### src/hw/rtl/isort_pkg.sv
// isort_pkg: types shared by the insertion sorter cell and its top level
// no dependencies
`timescale 1ns / 1ps
`default_nettype none

package isort_pkg;

	localparam int unsigned DataW = 32;

	typedef logic signed [DataW-1:0] data_t;

	// broadcast command to every cell of the chain
	typedef struct packed {
		logic  ins;
		logic  shift;
		data_t value;
	} cmd_t;

	// what a cell shows to its neighbors
	typedef struct packed {
		logic  valid;
		logic  gt;
		data_t value;
	} link_t;

endpackage

`default_nettype wire

### src/hw/rtl/isort_cell.sv
// isort_cell: one storage cell of the insertion chain
// depends on isort_pkg
`timescale 1ns / 1ps
`default_nettype none

module isort_cell (
	input  wire logic             clk,
	input  wire logic             arst_n,
	input  wire isort_pkg::cmd_t  cmd,
	input  wire isort_pkg::link_t prev,
	input  wire isort_pkg::link_t next,
	output isort_pkg::link_t      link_out
);

	logic               valid_q;
	isort_pkg::data_t   value_q;
	logic               gt;
	logic               take;
	isort_pkg::data_t   ins_value;

	assign gt   = valid_q && ($signed(value_q) > $signed(cmd.value));
	assign take = gt || (!valid_q && prev.valid);
	assign ins_value = prev.gt ? prev.value : cmd.value;

	assign link_out.valid = valid_q;
	assign link_out.gt    = gt;
	assign link_out.value = value_q;

	always_ff @(posedge clk or negedge arst_n) begin
		if (!arst_n) begin
			valid_q <= 1'b0;
		end else if (cmd.shift) begin
			valid_q <= next.valid;
		end else if (cmd.ins && take) begin
			valid_q <= 1'b1;
		end
	end

	// payload needs no reset
	always_ff @(posedge clk) begin
		if (cmd.shift) begin
			value_q <= next.value;
		end else if (cmd.ins && take) begin
			value_q <= ins_value;
		end
	end

endmodule

`default_nettype wire

### src/hw/rtl/insertion_sorter.sv
// insertion_sorter: top level, a chain of CAPACITY sorting cells plus drain control
// depends on isort_pkg and isort_cell
`timescale 1ns / 1ps
`default_nettype none

// Usage
// An element is taken at a rising edge with start high and busy low. Each
// taken element is inserted into the chain in that same cycle: every cell
// compares it with its own entry at once and either keeps its entry, takes
// its lower neighbor's entry, or takes the new element. A new element may
// follow in every cycle, so one element per cycle while the set is loading.
// An element that arrives with all CAPACITY cells full is dropped and the
// overflow flag is raised for the set.
// When the element flagged final_item is taken, busy rises on the next
// cycle and the chain drains toward cell 0, one result per cycle, marked by
// strobe, smallest first; end_of_set marks the last one. The first result
// is shown in the cycle after the final element is taken. busy falls right
// after the last result and the block is empty for the next set.
// Results are shown for one cycle only; the receiver cannot stall them.
// Reset empties the chain and clears the overflow flag.
module insertion_sorter #(
	parameter int unsigned CAPACITY = 16
) (
	input  wire logic                                    clk,
	input  wire logic                                    arst_n,
	input  wire logic                                    start,
	output logic                                         busy,
	input  wire logic signed [isort_pkg::DataW-1:0]      value,
	input  wire logic                                    final_item,
	output logic                                         strobe,
	output logic signed [isort_pkg::DataW-1:0]           sorted_value,
	output logic                                         end_of_set,
	output logic                                         overflow
);

	isort_pkg::link_t lk [CAPACITY];
	isort_pkg::cmd_t  cmd;
	logic             drain_q;
	logic             drop_q;
	logic             accept;
	logic             full;
	logic             last_out;

	assign accept = start && !drain_q;
	assign full   = lk[CAPACITY-1].valid;

	assign cmd.ins   = accept && !full;
	assign cmd.shift = drain_q;
	assign cmd.value = value;

	genvar i;
	generate
		for (i = 0; i < CAPACITY; i++) begin : g_cell
			isort_pkg::link_t prev_l;
			isort_pkg::link_t next_l;

			if (i == 0) begin : g_first
				assign prev_l = '{valid: 1'b1, gt: 1'b0, value: '0};
			end else begin : g_mid
				assign prev_l = lk[i-1];
			end

			if (i == CAPACITY - 1) begin : g_last
				assign next_l = '{valid: 1'b0, gt: 1'b0, value: '0};
			end else begin : g_inner
				assign next_l = lk[i+1];
			end

			isort_cell u_cell (
				.clk      (clk),
				.arst_n   (arst_n),
				.cmd      (cmd),
				.prev     (prev_l),
				.next     (next_l),
				.link_out (lk[i])
			);
		end
	endgenerate

	assign last_out     = !lk[1].valid;
	assign busy         = drain_q;
	assign strobe       = drain_q;
	assign sorted_value = lk[0].value;
	assign end_of_set   = drain_q && last_out;
	assign overflow     = drop_q;

	always_ff @(posedge clk or negedge arst_n) begin
		if (!arst_n) begin
			drain_q <= 1'b0;
			drop_q  <= 1'b0;
		end else if (drain_q) begin
			if (last_out) begin
				drain_q <= 1'b0;
				drop_q  <= 1'b0;
			end
		end else if (accept) begin
			if (full) begin
				drop_q <= 1'b1;
			end
			if (final_item) begin
				drain_q <= 1'b1;
			end
		end
	end

	a_strobe_has_data: assert property (@(posedge clk) disable iff (!arst_n)
		strobe |-> lk[0].valid)
		else $error("result without stored element");

	a_end_idles: assert property (@(posedge clk) disable iff (!arst_n)
		end_of_set |=> !busy && !lk[0].valid)
		else $error("chain not empty after end of set");

	a_final_drains: assert property (@(posedge clk) disable iff (!arst_n)
		(accept && final_item) |=> busy)
		else $error("final request did not start drain");

	a_overflow_clears: assert property (@(posedge clk) disable iff (!arst_n)
		end_of_set |=> !overflow)
		else $error("overflow flag kept past end of set");

endmodule

`default_nettype wire

### config.mk
export PLATFORM = sky130hd
export DESIGN_NAME = insertion_sorter
export DESIGN_NICKNAME = d
export VERILOG_FILES = /design/src/hw/rtl/isort_pkg.sv /design/src/hw/rtl/isort_cell.sv /design/src/hw/rtl/insertion_sorter.sv
export SDC_FILE = /design/constraint.sdc
export NUM_CORES = 2
export LEC_CHECK = 0
export BUFFER_PORTS_ARGS = -buffer_cell sky130_fd_sc_hd__buf_2
export CAP_MARGIN = 40
export CORE_MARGIN = 2
export CORE_UTILIZATION = 57
export DETAILED_ROUTE_END_ITERATION = 10
export PLACE_DENSITY = 0.85
export SYNTH_ARGS = -nofsm -noshare
export SYNTH_HDL_FRONTEND = slang
export SYNTH_SLANG_ARGS = --single-unit
### constraint.sdc
create_clock -name clk -period 7.9 [get_ports clk]
set_clock_uncertainty 0.05 [all_clocks]
set_input_delay 0.395 -clock clk [delete_from_list [all_inputs] [get_ports clk]]
set_output_delay 0.395 -clock clk [all_outputs]
set_load 0.005 [all_outputs]
Yosys cells after proc, flatten, opt, wreduce, memory -nomap -nowiden
Index checks and enable logic that the tools add are counted.
{"block": "totals", "register_bits": 530, "output_inout_bits": 36, "inputBits": 36, "word_cells": 238}
{"block": "classes", "n_lt_le_gt_ge": 16, "eq_ne": 1, "n_reduce_logical": 102, "mux": 85}
{"op": "$mux W32", "n": 45}
{"op": "$gt A32 B32 Y1", "n": 16}
{"op": "$logic_and A1 B1 Y1", "n": 50}
{"op": "$mux W1", "n": 40}
{"op": "$reduce_bool A2 Y1", "n": 18}
{"op": "$logic_not A1 Y1", "n": 17}
{"op": "$logic_or A1 B1 Y1", "n": 16}
{"op": "$reduce_and A3 Y1", "n": 1}
{"op": "$ne A2 B2 Y1 const B", "n": 1}

Longest topological paths before layout
{"block": "depth", "depth_word": 6, "ltp_mapped": 12, "ltp_nobuf": 9}

Modules after synthesis
Synthesis repeated with hierarchy kept, for this count alone.
{"block": "unflattened", "hier_cells": 4317, "area_unflattened_um2": 40209.8}
{"module": "isort_cell", "area_per_inst_um2": 2506.2, "instances": 16, "cells_per_inst": 269, "seq_area_each_um2": 985.9}
{"module": "insertion_sorter", "area_per_inst_um2": 111.4, "instances": 1, "cells_per_inst": 13, "seq_area_each_um2": 50.0}

Least setup slack after synthesis
No wires, ideal clock.
{"block": "synth_timing", "path_type": "input to register", "startpoint": "input value[7] (netlist bit)", "endpoint": "register g_cell[14].u_cell.value_q[0] (enable)", "stages": 10, "n_path_buf": 1, "slack_ns": 4.328, "arrival_ns": 3.134, "required_time_ns": 7.462, "setup_ns": 0.388, "cell_sequence": "inv_1 ha_1 a21oi_1 o21ai_0 a221oi_1 o211ai_1 a211o_1 clkbuf_1 o221ai_1 a21o_1"}
{"block": "synth_between", "elab_chain_cells": 5}
{"element": "start, declared", "line_no": "insertion_sorter.sv:28", "text": "input wire logic signed [isort_pkg::DataW-1:0] value,"}
{"element": "$gt A32 B32 Y1", "line_no": "isort_cell.sv:21", "text": "assign gt = valid_q && ($signed(value_q) > $signed(cmd.value));"}
{"element": "$logic_and A1 B1 Y1", "line_no": "isort_cell.sv:21"}
{"element": "$logic_or A1 B1 Y1", "line_no": "isort_cell.sv:22", "text": "assign take = gt || (!valid_q && prev.valid);"}
{"element": "$logic_and A1 B1 Y1", "line_no": "isort_cell.sv:43", "text": "end else if (cmd.ins && take) begin"}
{"element": "$reduce_bool A2 Y1 (no source line)"}
{"element": "end signal, assigned", "line_no": "isort_cell.sv:42", "text": "value_q <= next.value;"}
{"element": "end signal, assigned", "line_no": "isort_cell.sv:44", "text": "value_q <= ins_value;"}
{"element": "end, declared", "line_no": "isort_cell.sv:16", "text": "isort_pkg::data_t value_q;"}
No other way between the ends.
A chain may end at the register's enable or synchronous reset.

Final worst setup path
{"block": "layout_timing", "startpoint": "register g_cell[6].u_cell.value_q[27]", "endpoint": "register g_cell[6].u_cell.value_q[24] (enable)"}
{"block": "layout_between", "elab_chain_cells": 5}
{"element": "start, declared", "line_no": "isort_cell.sv:16"}
{"element": "start signal, assigned", "line_no": "isort_cell.sv:42"}
{"element": "start signal, assigned", "line_no": "isort_cell.sv:44"}
{"element": "$gt A32 B32 Y1", "line_no": "isort_cell.sv:21"}
{"element": "$logic_and A1 B1 Y1", "line_no": "isort_cell.sv:21"}
{"element": "$logic_or A1 B1 Y1", "line_no": "isort_cell.sv:22"}
{"element": "$logic_and A1 B1 Y1", "line_no": "isort_cell.sv:43"}
{"element": "$reduce_bool A2 Y1 (no source line)"}
No other way between the ends.

==> flow_summary_export.csv <==
group,metric,value,unit
sta,finalSetupTns,0,ns
cells_and_area,area_delta_synth_final,7.63,%
detailed_routing,ant_nets,0,
yosys,ys_types,56,
detailed_routing,drt-initial-drc-count,5540,
critical_path,cp-start-kind,"flop",
clock_tree,numClockSinks,530,
sta,fmax,216,MHz
yosys,yosysTopAreaCell,"edfxtp_1",
global_routing,grt_pass1_wl,190,mm
placed_design,portBuffers,71,
pwr,switching_share,0.455,
clock_tree,cts_buffers,58,
clock_tree,cts_tree,"yes",
pwr,p_clk_frac,0.139,
critical_path,cp_data_required_time,8.19,ns
detailed_routing,vias,35100,
sta,relSlewSlack,0.202,
yosys,netlist.area_leader.share,0.364,
sta,final-max-slew-violation-count,0,
sta,period_share,0.586,
critical_path,rrSetupSlack,3.27,ns
detailed_routing,drt_wl_total,121,mm
sta,hold_viol,0,
yosys,syn_nets,4289,
cells_and_area,fin_cells,4641,
yosys,yosysSeqAreaShare,0.391,
clock_tree,cts.htree.levels,2,
critical_path,arrival,4.92,ns
yosys,synthCells,3773,
global_routing,antenna_found_initial,1,
run_status,status,"complete, no violations",
pwr,seq_power_share,0.331,
pwr,p_sw,9.65,mW
detailed_routing,viasPerCell,7.56,
global_routing,overflow,0,
pwr,power,21.2,mW
detailed_routing,wl_per_cell,26.0,um
floorplan,die_w,268,um
pwr,peakVddDrop,448,uV
pwr,internal-power,11.6,mW
global_routing,grt_max_degree,262,
cells_and_area,drive_gt1_frac,0.0906,
yosys,ys_warn_count,0,
yosys,syn-cell-area,39600,um^2
clock_tree,cts_buffer_depth,3,
pwr,comb_power_share,0.529,
floorplan,rows,96,
yosys,synthFlopType,"edfxtp_1",
yosys,netlist_top_cells_area,"edfxtp_1, ha_1, a221o_1",
floorplan,start_util,0.577,
run,cap_violations,0,
global_routing,grt_usage,0.332,
floorplan,die-area,71600,um^2
clock_tree,cts.clk_slew.worst_paths,0.06,ns
floorplan,core,68700,um^2
detailed_routing,drcViolationCount,0,
sta,rsz0062_at_grt,"false",
pwr,p_leak,16.0,nW
sta,finalSetupViolations,0,
critical_path,cp_max_fo,18,
global_routing,grt_pass1_vias,33800,
detailed_routing,dr.pass1.iters,6,
cells_and_area,diodes,0,
clock_tree,cts_resized,0,
floorplan,ios,72,
clock_tree,clk_latency,0.66,ns
placed_design,place_area,40600,um^2
yosys,ys_ff_latch,530,
critical_path,cpPeakStageDelay,0.83,ns
sta,worst_pin_slew,1.20,ns
critical_path,crit_chain,"ha_1, nand4_1, nor4_1, o41ai_1, and4_1, buf_8, o32ai_1, a21o_1, buf_4",
min_path,worstHoldPathType,"in2reg",
floorplan,die_h,268,um
sta,post-route-min-period,4.63,ns
clock_tree,holdBufCountCts,3,
yosys,synth_edf_count,480,
clock_tree,cts_setup_buffers,0,
placed_design,gp_congestion,0.930,
placed_design,hpwl,85.6,mm
critical_path,cpMaxStageDelayCell,"nor4_1",
clock_tree,clock-root-buffer,"clkbuf_16",
cells_and_area,fin_area,42600,um^2
critical_path,critPathKind,"reg2reg",
critical_path,critPathCaptureType,"flop",
yosys,synth-async-reset-ratio,0.0340,
cells_and_area,final_nets,4176,
pwr,power_density,498,nW/um^2
placed_design,dp.cells,4527,
yosys,synth.avg_cell_area,10.5,um^2
cells by family (layout without fill, tap and decap cells):
group                      count (synthesis)  after routing  synth area share
buffers and inverters                    446            383            0.0510
and+or+nand+nor                         1262           1262             0.194
DFF                                      530            530             0.391
adders and majority gates                480            480             0.152
AOI/OAI and AO/OA                       1055           1055             0.212
critical path, delay by kind of cell (launching register included):
family                     cells  cell delay, ns
AOI/OAI and AO/OA              3            1.27
adders and majority gates      1            0.35
buffers and inverters          2            0.65
DFF                            1            0.43
and+or+nand+nor                3            1.55
path summary, 6_finish.rpt:
kind,cells after the start,startpoint,endpoint
max,9,g_cell[6].u_cell.value_q[27]$_DFFE_PP_,g_cell[6].u_cell.value_q[24]$_DFFE_PP_
max in group asynchronous,2,arst_n,busy$_DFF_PN0_
min,3,value[15],g_cell[15].u_cell.value_q[15]$_SDFFE_PP0P_
min in group asynchronous,2,arst_n,g_cell[13].u_cell.valid_q$_DFFE_PN0P_
max reg2reg,9,g_cell[6].u_cell.value_q[27]$_DFFE_PP_,g_cell[6].u_cell.value_q[24]$_DFFE_PP_
min reg2reg,2,g_cell[15].u_cell.value_q[19]$_SDFFE_PP0P_,g_cell[15].u_cell.value_q[19]$_SDFFE_PP0P_
power by group through the flow:
stage          clock (mW)  sequential, mW  combinational (mW)
6_report             2.96            7.04                11.2
3_5_place_dp            0            6.99                10.8
2_1_floorplan           0            6.32                8.39
3_3_place_gp            0            7.00                10.0
4_1_cts              2.94            6.98                10.9
5_1_grt              3.04            7.16                12.2
per-layer routing:
layer  part of all wire  wire [um]  up-vias  global-route usage
li1                   -          -    15300                   -
met1               0.40      48000    16800               0.470
met2               0.44      53300     2591               0.504
met3               0.12      14900      374              0.0623
met4              0.036       4370        2               0.127
met5           0.000099         12        -                   0
area by class of cell:
type / count / area (um^2)
clock inverter: 29 / 344
tap: 931 / 1160
multi-input combinational: 2797 / 22200
fill: 5386 / 26100
clock buffer: 81 / 1660
timing repair buffer: 191 / 1430
sequential: 530 / 15500
inverter: 82 / 308
Yosys cell counts (5+ instances only):
cell      instances
o21ai_1          48
nand2b_1        385
a21o_1           81
nand2_1         100
a21oi_1         225
o21ai_0          31
nand4_2           6
a311oi_1         33
ha_1            480
a221o_1         447
o41ai_1          12
dfxtp_1          32
nor2_1           80
edfxtp_1        480
buf_6            42
and4_1           15
or3_1            24
a211oi_1         48
a21boi_2          7
a21boi_1          6
clkinv_1          9
nor3_2           12
inv_1            73
nor2b_1          29
o32ai_1          12
buf_2            21
buf_1             5
o211ai_1         82
nand4_1         109
dfrtp_1          18
nand3_1          28
nor4_1          403
nor4b_1          62
clkbuf_1        295
o21a_1            5
state kept, by name, summed over array words and instances, names as in the netlist:
signal and flops:
g_cell.u_cell.value_q 512, busy 1, g_cell.u_cell.valid_q 16, overflow 1
placed cells by master, fill, tap and decap left out, drive strengths merged, types with 29 or more instances in the layout:
cell / n
nor4b: 62
nor4: 403
clkbuf: 81
a221o: 447
nor2: 80
a21oi: 225
a211oi: 49
edfxtp: 480
buf: 188
nand2b: 385
o21ai: 79
dfxtp: 32
o211ai: 82
nand2: 100
nand4: 115
inv: 73
ha: 480
a311oi: 33
nor2b: 29
a21o: 81
metrics by stage:
step / setup WS (ns) / hold WS [ns] / util
5_1_grt: 3.09 / 0.0286 / 0.621
4_1_cts: 3.49 / 0.00615 / 0.620
2_1_floorplan: 4.33 / 0.0494 / -
6_report: 3.27 / 0.0182 / 0.621
3_3_place_gp: 2.94 / 0.358 / 0.587
3_5_place_dp: 2.84 / 0.367 / 0.591
(Power assumes the default switching activity.)
